==> config.mk <==
export PLATFORM = sky130hd
export DESIGN_NAME = ndvi_pixel_classifier_top
export DESIGN_NICKNAME = d
export VERILOG_FILES = /design/src/hw/rtl/ndvi_pkg.sv /design/src/hw/rtl/ndvi_pixel_classifier_top.sv
export SDC_FILE = /design/constraint.sdc
export NUM_CORES = 2
export LEC_CHECK = 0
export BUFFER_PORTS_ARGS = -buffer_cell sky130_fd_sc_hd__buf_2
export CORE_ASPECT_RATIO = 1.4
export CORE_UTILIZATION = 60
export DETAILED_ROUTE_END_ITERATION = 7
export GPL_ROUTABILITY_DRIVEN = 0
export GPL_TIMING_DRIVEN = 0
export PLACE_DENSITY = 0.76
export SYNTH_ARGS = -nofsm -noshare
export SYNTH_HDL_FRONTEND = slang
export SYNTH_SLANG_ARGS = --single-unit
==> constraint.sdc <==
create_clock -name clk -period 46.1 [get_ports clk]
set_input_delay 13.83 -clock clk [delete_from_list [all_inputs] [get_ports clk]]
set_output_delay 13.83 -clock clk [all_outputs]
set_load 0.02 [all_outputs]
==> src/hw/rtl/ndvi_pkg.sv <==
// ----------------------------------------------------------------------------
// ndvi_pkg
// Shared constants and helpers of the NDVI pixel classifier.
// ----------------------------------------------------------------------------
package ndvi_pkg;

	localparam int Q_ONE = 16384;
	localparam logic [9:0] UNDEF_CODE = 10'd241;

	localparam int CFG_IDX_W = 2;
	localparam int CFG_DATA_W = 16;

	typedef enum logic [CFG_IDX_W-1:0] {
		REG_WINDOW_LOW  = 2'd0,
		REG_WINDOW_HIGH = 2'd1,
		REG_TABLE_SIZE  = 2'd2
	} cfg_reg_t;

	// clamp a signed 16-bit window bound to [-1.0, +1.0] in Q1.14
	function automatic logic signed [15:0] sat_q(input logic signed [15:0] v);
		logic signed [15:0] r;
		r = v;
		if (v < -16'sd16384) begin
			r = -16'sd16384;
		end else if (v > 16'sd16384) begin
			r = 16'sd16384;
		end
		return r;
	endfunction

endpackage

==> src/hw/rtl/ndvi_pixel_classifier_top.sv <==
// ----------------------------------------------------------------------------
// ndvi_pixel_classifier_top
// Pipelined NDVI computation with window flag, magnitude code and colour
// table index. Rounding divisions are one quotient bit per stage.
// ----------------------------------------------------------------------------
//  channel | handshake             | payload
//  in      | in_valid / in_ready   | nir_sample, red_sample
//  out     | out_valid / out_ready | index_value, undefined, in_window,
//          |                       | magnitude_code, table_index
//  cfg     | cfg_we                | cfg_index, cfg_data
//
//  One pixel per cycle while the output is not stalled; the depth is set by
//  the NDVI divider (15 bits) and the table index divider.
//  Every stage holds its own valid bit and loads when it is empty or its
//  successor moves, so bubbles close up and a stalled output holds its beat.
//  arst_n clears valid bits and restores the default configuration.
// ----------------------------------------------------------------------------
module ndvi_pixel_classifier_top #(
	parameter int SAMPLE_BITS = 10,
	parameter int TABLE_MAX = 1024
) (
	input  logic                                clk,
	input  logic                                arst_n,
	input  logic                                in_valid,
	output logic                                in_ready,
	input  logic [SAMPLE_BITS-1:0]              nir_sample,
	input  logic [SAMPLE_BITS-1:0]              red_sample,
	output logic                                out_valid,
	input  logic                                out_ready,
	output logic signed [15:0]                  index_value,
	output logic                                undefined,
	output logic                                in_window,
	output logic [9:0]                          magnitude_code,
	output logic [9:0]                          table_index,
	input  logic                                cfg_we,
	input  logic [ndvi_pkg::CFG_IDX_W-1:0]      cfg_index,
	input  logic [ndvi_pkg::CFG_DATA_W-1:0]     cfg_data
);
	import ndvi_pkg::*;

	localparam int SB = SAMPLE_BITS;
	localparam int SUMW = SB + 1;
	localparam int DAW = SUMW + 1;
	localparam int QA = 15;
	localparam int NAW = SB + 16;
	localparam int QM = 10;
	localparam int NMW = SB + 12;
	localparam int QB = (TABLE_MAX > 2) ? $clog2(TABLE_MAX) : 1;
	localparam int NBW = QB + 17;
	localparam int DBW = 17;
	localparam int MID = QA + 1;
	localparam int NST = QA + QB + 3;

	// configuration
	logic signed [15:0] win_lo_q, win_hi_q;
	logic [10:0] tsize_q;

	always_ff @(posedge clk or negedge arst_n) begin
		if (!arst_n) begin
			win_lo_q <= -16'sd16384;
			win_hi_q <= 16'sd16384;
			tsize_q <= 11'd256;
		end else if (cfg_we) begin
			unique case (cfg_index)
				REG_WINDOW_LOW:  win_lo_q <= sat_q(cfg_data);
				REG_WINDOW_HIGH: win_hi_q <= sat_q(cfg_data);
				REG_TABLE_SIZE:  tsize_q <= cfg_data[10:0];
				default: ;
			endcase
		end
	end

	// per-stage flow control
	logic [NST-1:0] vld_s;
	logic [NST:0] ld;

	assign ld[NST] = out_ready;
	for (genvar i = 0; i < NST; i++) begin : g_ld
		assign ld[i] = !vld_s[i] || ld[i+1];
	end
	assign in_ready = ld[0];

	always_ff @(posedge clk or negedge arst_n) begin
		if (!arst_n) begin
			vld_s <= '0;
		end else begin
			if (ld[0]) begin
				vld_s[0] <= in_valid;
			end
			for (int i = 1; i < NST; i++) begin
				if (ld[i]) begin
					vld_s[i] <= vld_s[i-1];
				end
			end
		end
	end

	// divider A stages: NDVI and magnitude quotients
	logic [NAW-1:0] ra_s [0:QA];
	logic [DAW-1:0] da_s [0:QA];
	logic [QA-1:0]  qa_s [0:QA];
	logic [NMW-1:0] rm_s [0:QA];
	logic [QM-1:0]  qm_s [0:QA];
	logic           neg_s [0:QA];
	logic           und_s [0:QA];

	logic [SUMW-1:0] sum_c;
	logic [SB-1:0] mabs_c;
	assign sum_c = SUMW'(nir_sample) + SUMW'(red_sample);
	assign mabs_c = (red_sample > nir_sample) ? red_sample - nir_sample
		: nir_sample - red_sample;

	// setup: round(n/d) as floor((2n + d) / 2d)
	always_ff @(posedge clk) begin
		if (ld[0]) begin
			ra_s[0] <= NAW'({mabs_c, 15'd0}) + NAW'(sum_c);
			da_s[0] <= {sum_c, 1'b0};
			rm_s[0] <= NMW'(mabs_c) * NMW'(2046) + NMW'(sum_c);
			qa_s[0] <= '0;
			qm_s[0] <= '0;
			neg_s[0] <= red_sample > nir_sample;
			und_s[0] <= sum_c == '0;
		end
	end

	for (genvar j = 0; j < QA; j++) begin : g_diva
		localparam int K = QA - 1 - j;
		localparam int KM = (K < QM) ? K : 0;
		localparam bit MSTEP = K < QM;
		logic [NAW-1:0] dsh;
		logic [NMW-1:0] msh;
		logic ge_a, ge_m;
		assign dsh = NAW'(da_s[j]) << K;
		assign msh = NMW'(da_s[j]) << KM;
		assign ge_a = ra_s[j] >= dsh;
		assign ge_m = MSTEP && (rm_s[j] >= msh);
		always_ff @(posedge clk) begin
			if (ld[j+1]) begin
				da_s[j+1] <= da_s[j];
				neg_s[j+1] <= neg_s[j];
				und_s[j+1] <= und_s[j];
				ra_s[j+1] <= ge_a ? ra_s[j] - dsh : ra_s[j];
				qa_s[j+1] <= qa_s[j] | (QA'(ge_a) << K);
				rm_s[j+1] <= ge_m ? rm_s[j] - msh : rm_s[j];
				qm_s[j+1] <= qm_s[j] | (QM'(ge_m) << KM);
			end
		end
	end

	// middle stage: sign, window test, table index setup
	logic signed [15:0] q_c;
	logic signed [16:0] span_c, off_c;
	logic go_c;
	logic [QB-1:0] sm1_c;

	assign q_c = neg_s[QA] ? 16'(16'd0 - {1'b0, qa_s[QA]}) : {1'b0, qa_s[QA]};
	assign span_c = {win_hi_q[15], win_hi_q} - {win_lo_q[15], win_lo_q};
	assign off_c = {q_c[15], q_c} - {win_lo_q[15], win_lo_q};
	assign go_c = !und_s[QA] && (win_hi_q > win_lo_q) && (q_c > win_lo_q);

	always_comb begin
		if (tsize_q == '0) begin
			sm1_c = '0;
		end else if (32'(tsize_q) > TABLE_MAX) begin
			sm1_c = QB'(TABLE_MAX - 1);
		end else begin
			sm1_c = QB'(32'(tsize_q) - 32'd1);
		end
	end

	logic [NBW-1:0] rb_s [0:QB];
	logic [DBW-1:0] db_s [0:QB];
	logic [QB-1:0]  qb_s [0:QB];
	logic [QB-1:0]  sm1_s [0:QB];
	logic           go_s [0:QB];
	logic           full_s [0:QB];
	logic signed [15:0] q_s [0:QB];
	logic           win_s [0:QB];
	logic [9:0]     mag_s [0:QB];
	logic           und2_s [0:QB];

	always_ff @(posedge clk) begin
		if (ld[MID]) begin
			rb_s[0] <= NBW'({sm1_c, 1'b0}) * NBW'(off_c[15:0]) + NBW'(span_c[15:0]);
			db_s[0] <= {span_c[15:0], 1'b0};
			qb_s[0] <= '0;
			sm1_s[0] <= sm1_c;
			go_s[0] <= go_c;
			full_s[0] <= off_c[15:0] >= span_c[15:0];
			q_s[0] <= und_s[QA] ? 16'sd0 : q_c;
			win_s[0] <= !und_s[QA] && q_c >= win_lo_q && q_c <= win_hi_q;
			mag_s[0] <= und_s[QA] ? UNDEF_CODE : qm_s[QA];
			und2_s[0] <= und_s[QA];
		end
	end

	for (genvar j = 0; j < QB; j++) begin : g_divb
		localparam int K = QB - 1 - j;
		logic [NBW-1:0] dsh;
		logic ge_b;
		assign dsh = NBW'(db_s[j]) << K;
		assign ge_b = rb_s[j] >= dsh;
		always_ff @(posedge clk) begin
			if (ld[MID+1+j]) begin
				db_s[j+1] <= db_s[j];
				sm1_s[j+1] <= sm1_s[j];
				go_s[j+1] <= go_s[j];
				full_s[j+1] <= full_s[j];
				q_s[j+1] <= q_s[j];
				win_s[j+1] <= win_s[j];
				mag_s[j+1] <= mag_s[j];
				und2_s[j+1] <= und2_s[j];
				rb_s[j+1] <= ge_b ? rb_s[j] - dsh : rb_s[j];
				qb_s[j+1] <= qb_s[j] | (QB'(ge_b) << K);
			end
		end
	end

	// output register
	logic [QB-1:0] idx_c;
	logic [QB+9:0] idx_ext;
	assign idx_c = !go_s[QB] ? '0 : (full_s[QB] ? sm1_s[QB] : qb_s[QB]);
	assign idx_ext = {10'd0, idx_c};

	always_ff @(posedge clk) begin
		if (ld[NST-1]) begin
			index_value <= q_s[QB];
			undefined <= und2_s[QB];
			in_window <= win_s[QB];
			magnitude_code <= mag_s[QB];
			table_index <= idx_ext[9:0];
		end
	end

	assign out_valid = vld_s[NST-1];

	a_undef_fields: assert property (@(posedge clk) disable iff (!arst_n)
		out_valid && undefined |-> magnitude_code == UNDEF_CODE
			&& index_value == 16'sd0 && table_index == 10'd0 && !in_window)
		else $error("undefined pixel with nonzero fields");

	a_stall_only_full: assert property (@(posedge clk) disable iff (!arst_n)
		!in_ready |-> out_valid && !out_ready)
		else $error("input stalled while output side is free");

	a_ndvi_range: assert property (@(posedge clk) disable iff (!arst_n)
		out_valid |-> index_value >= -16'sd16384 && index_value <= 16'sd16384)
		else $error("NDVI out of range");

	a_hold_out: assert property (@(posedge clk) disable iff (!arst_n)
		out_valid && !out_ready |=> out_valid && $stable(table_index)
			&& $stable(index_value))
		else $error("stalled result changed");

endmodule
==> flow_summary_export.csv <==
group,metric,value,unit
yosys,yosys-top-cells-count,"edfxtp_1, inv_1, ha_1",
floorplan,coreArea,164300,um^2
drt,avgRoutedWirePerCell,19.68,um
grt,grt.total_usage,24.74,%
yosys,yosys_most_used_dff,"edfxtp_1",
clock_tree,cts_tree,"built",
timing,rsz0062_at_grt,"no",
timing,finalCriticalPeriod,33.60,ns
place,place_hpwl,153.9,mm
yosys,ys_seq_elements,1965,
yosys,yosysMostFrequentCell,"edfxtp_1",
grt,grt_pass1_wl,324.5,mm
drt,detail-route-antenna-nets,0,
floorplan,rows,176,
floorplan,initial_core_util,60.38,%
timing,fin_worst_skew,0.04431,ns
setup_path,r2r_slack,35.39,ns
clock_tree,clkSinkCount,1965,
setup_path,r2r_cells,37,
yosys,synth_area_leaders,"edfxtp_1, ha_1, fa_1",
setup_path,start_kind,"input port",
clock_tree,htree_num_levels,4,
yosys,synth.distinct_cells,85,
yosys,synth_edf_count,1894,
yosys,synth_area,99190,um^2
setup_path,crit_fanout,23,
clock_tree,cts_made_buffers,178,
grt,grt_start_max_net_pins,74,
clock_tree,clk_latency,0.83,ns
min_path,hp-class,"flip-flop to flip-flop",
yosys,async_reset_ff_share,3.613,%
layout,multi_input_area,37150,um^2
timing,hold_viol,0,
setup_path,crit_arrival,19.77,ns
place,io_buffers,82,
timing,hold-worst-slack,0.4050,ns
drt,drc,0,
drt,via_per_inst,5.823,
setup_path,worst-path-buf-inv,3,
floorplan,dieArea,167000,um^2
timing,tightest_slew,1.316,ns
drt,vias,60660,
yosys,avgSynthCellArea,12.66,um^2
yosys,ys_warn_count,0,
timing,fmax,29.76,MHz
timing,fin_crit_sh,72.88,%
clock_tree,clk_path_buf_depth,3,
outcome,status,"finished, final reports clean",
timing,fin_ws,12.50,ns
clock_tree,cts_resized,0,
setup_path,critPathCaptureType,"output port",
timing,setup_viol,0,
timing,drv_slew,0,
drt,drt_iter0_markers,4332,
layout,finalCoreUtilization,66.40,%
job,max_cap_viol_count,0,
yosys,synth_area_leader_cell,"edfxtp_1",
layout,drive_gt1_share,6.742,%
timing,setup_tns,0,ns
clock_tree,root_buffer,"clkbuf_16",
setup_path,reg2reg_from,"qa_s[1][105]",
setup_path,crit_path_cell_trace,"buf_2 > nor2b_1 > nand2_2 > nor2_1 > and3_1 > clkbuf_1 > nand4_1 > nor3_1 > nand4_1 > buf_2",
clock_tree,clkSlewWorstSetupHoldPaths,0.07,ns
setup_path,required,32.27,ns
setup_path,slowest_stage,"nor3_1",
yosys,netlist_instances,7834,
floorplan,die_x,345.6,um
clock_tree,post_cts_buffers,0,
setup_path,crit_family,"simple AND/OR/NAND/NOR gates",
drt,firstDrtPassIters,6,
min_path,holdPathEnd,"sm1_s[8][1]",
grt,grt_pass1_vias,63090,
floorplan,io_pins,83,
grt,overflow,0,
setup_path,path_class,"input port to output port",
setup_path,r2r_end,"rb_s[0][26]",
drt,drt_wl_total,205.0,mm
layout,nFillCells,11390,
yosys,netlist.area_leader.share,57.34,%
layout,area_growth_syn_to_layout,9.975,%
yosys,synth_nets,8730,
grt,antenna_found_initial,6,
min_path,hold_depth,0,
layout,nets,9023,
setup_path,cpPeakStageDelay,1.02,ns
min_path,worstHoldStart,"sm1_s[7][1]",
place,dp_slack,12.57,ns
layout,seqCellArea,58660,um^2
clock_tree,ctsHoldBuffers,0,
yosys,ys_seq_area_share,59.13,%
floorplan,dieHeight,483.1,um
timing,slew_headroom,12.03,%
==> worst max-delay path by stage <==
stage	startpoint	to	depth (start not counted)
floorplan	out_ready	in_ready	8
global placement	out_ready	in_ready	10
detailed placement	out_ready	in_ready	10
CTS	out_ready	in_ready	10
global route	out_ready	in_ready	10
finish	out_ready	in_ready	10
==> placed cells by master (no fill, tap or decap), drive strengths merged, types with 16 or more instances in the layout <==
master	netlist	routed
mux2	80	80
clkinv	0	67
nor4b	22	22
xor2	238	238
buf	8	121
or3	49	49
or2	38	38
o21a	71	71
o31ai	51	51
nor4	82	82
o41ai	16	16
and3	29	29
and4	26	26
a21boi	58	58
edfxtp	1894	1894
bufinv	0	21
o21bai	36	36
dfrtp	67	67
a21oi	472	472
clkbuf	104	323
a21o	215	215
or4	32	32
nand2	489	489
nand2b	123	123
ha	658	658
inv	815	826
a31oi	30	30
mux2i	46	46
nor2b	138	138
nand3	87	87
fa	195	195
nor2	554	554
nand4	73	73
and2	17	17
a211oi	28	28
o21ai	342	342
nor3	143	143
xnor2	314	314
==> registers in the layout, summed over array words and instances (netlist names), 28 cells and up <==
signal	cells
da_s	90
db_s	150
mag_s	110
q_s	176
qa_s	120
qb_s	55
qm_s	55
ra_s	317
rb_s	270
rm_s	327
sm1_s	110
vld_s	28
==> routing by layer <==
layer	up-vias	track usage [%]	routed length (um)	share of wire (%)
li1	28910	-	-	-
met1	29250	24.91	71440	35
met2	1815	47.15	111100	54
met3	683	3.542	8569	4.2
met4	2	15.86	13920	6.8
met5	-	0	13	0.0063
==> stage by stage <==
stage / cells / area [um^2]
after floorplan: 7834 / 99190
after global routing: 10420 / 109100
after global placement: 10050 / 102300
after CTS: 10410 / 109100
after detailed placement: 10080 / 103100
final: 10420 / 109100
==> kinds of logic after synthesis <==
group / synth area share [%]
AND/OR/NAND/NOR: 9.699
buffers and inverters: 3.526
multiplexers: 1.391
XOR/XNOR: 4.874
AO/OA/AOI/OAI: 9.141
adder cells (fa/ha/maj): 12.24
flip-flops: 59.13
==> area by class of cell <==
cell class / instances / share of cell area (%)
flip-flops and latches: 1965 / 53.77
repair buffers: 113 / 0.9910
clock inverters: 110 / 1.225
plain buffers: 112 / 0.4014
multi-input cells: 4942 / 34.05
diodes: 5 / 0.01147
inverters: 815 / 2.816
clock buffers: 219 / 4.283
well taps: 2136 / 2.450
Power is left out: the tool's default activity adds up to more than one toggle a clock period on the data nets, which glitch-free logic cannot reach.
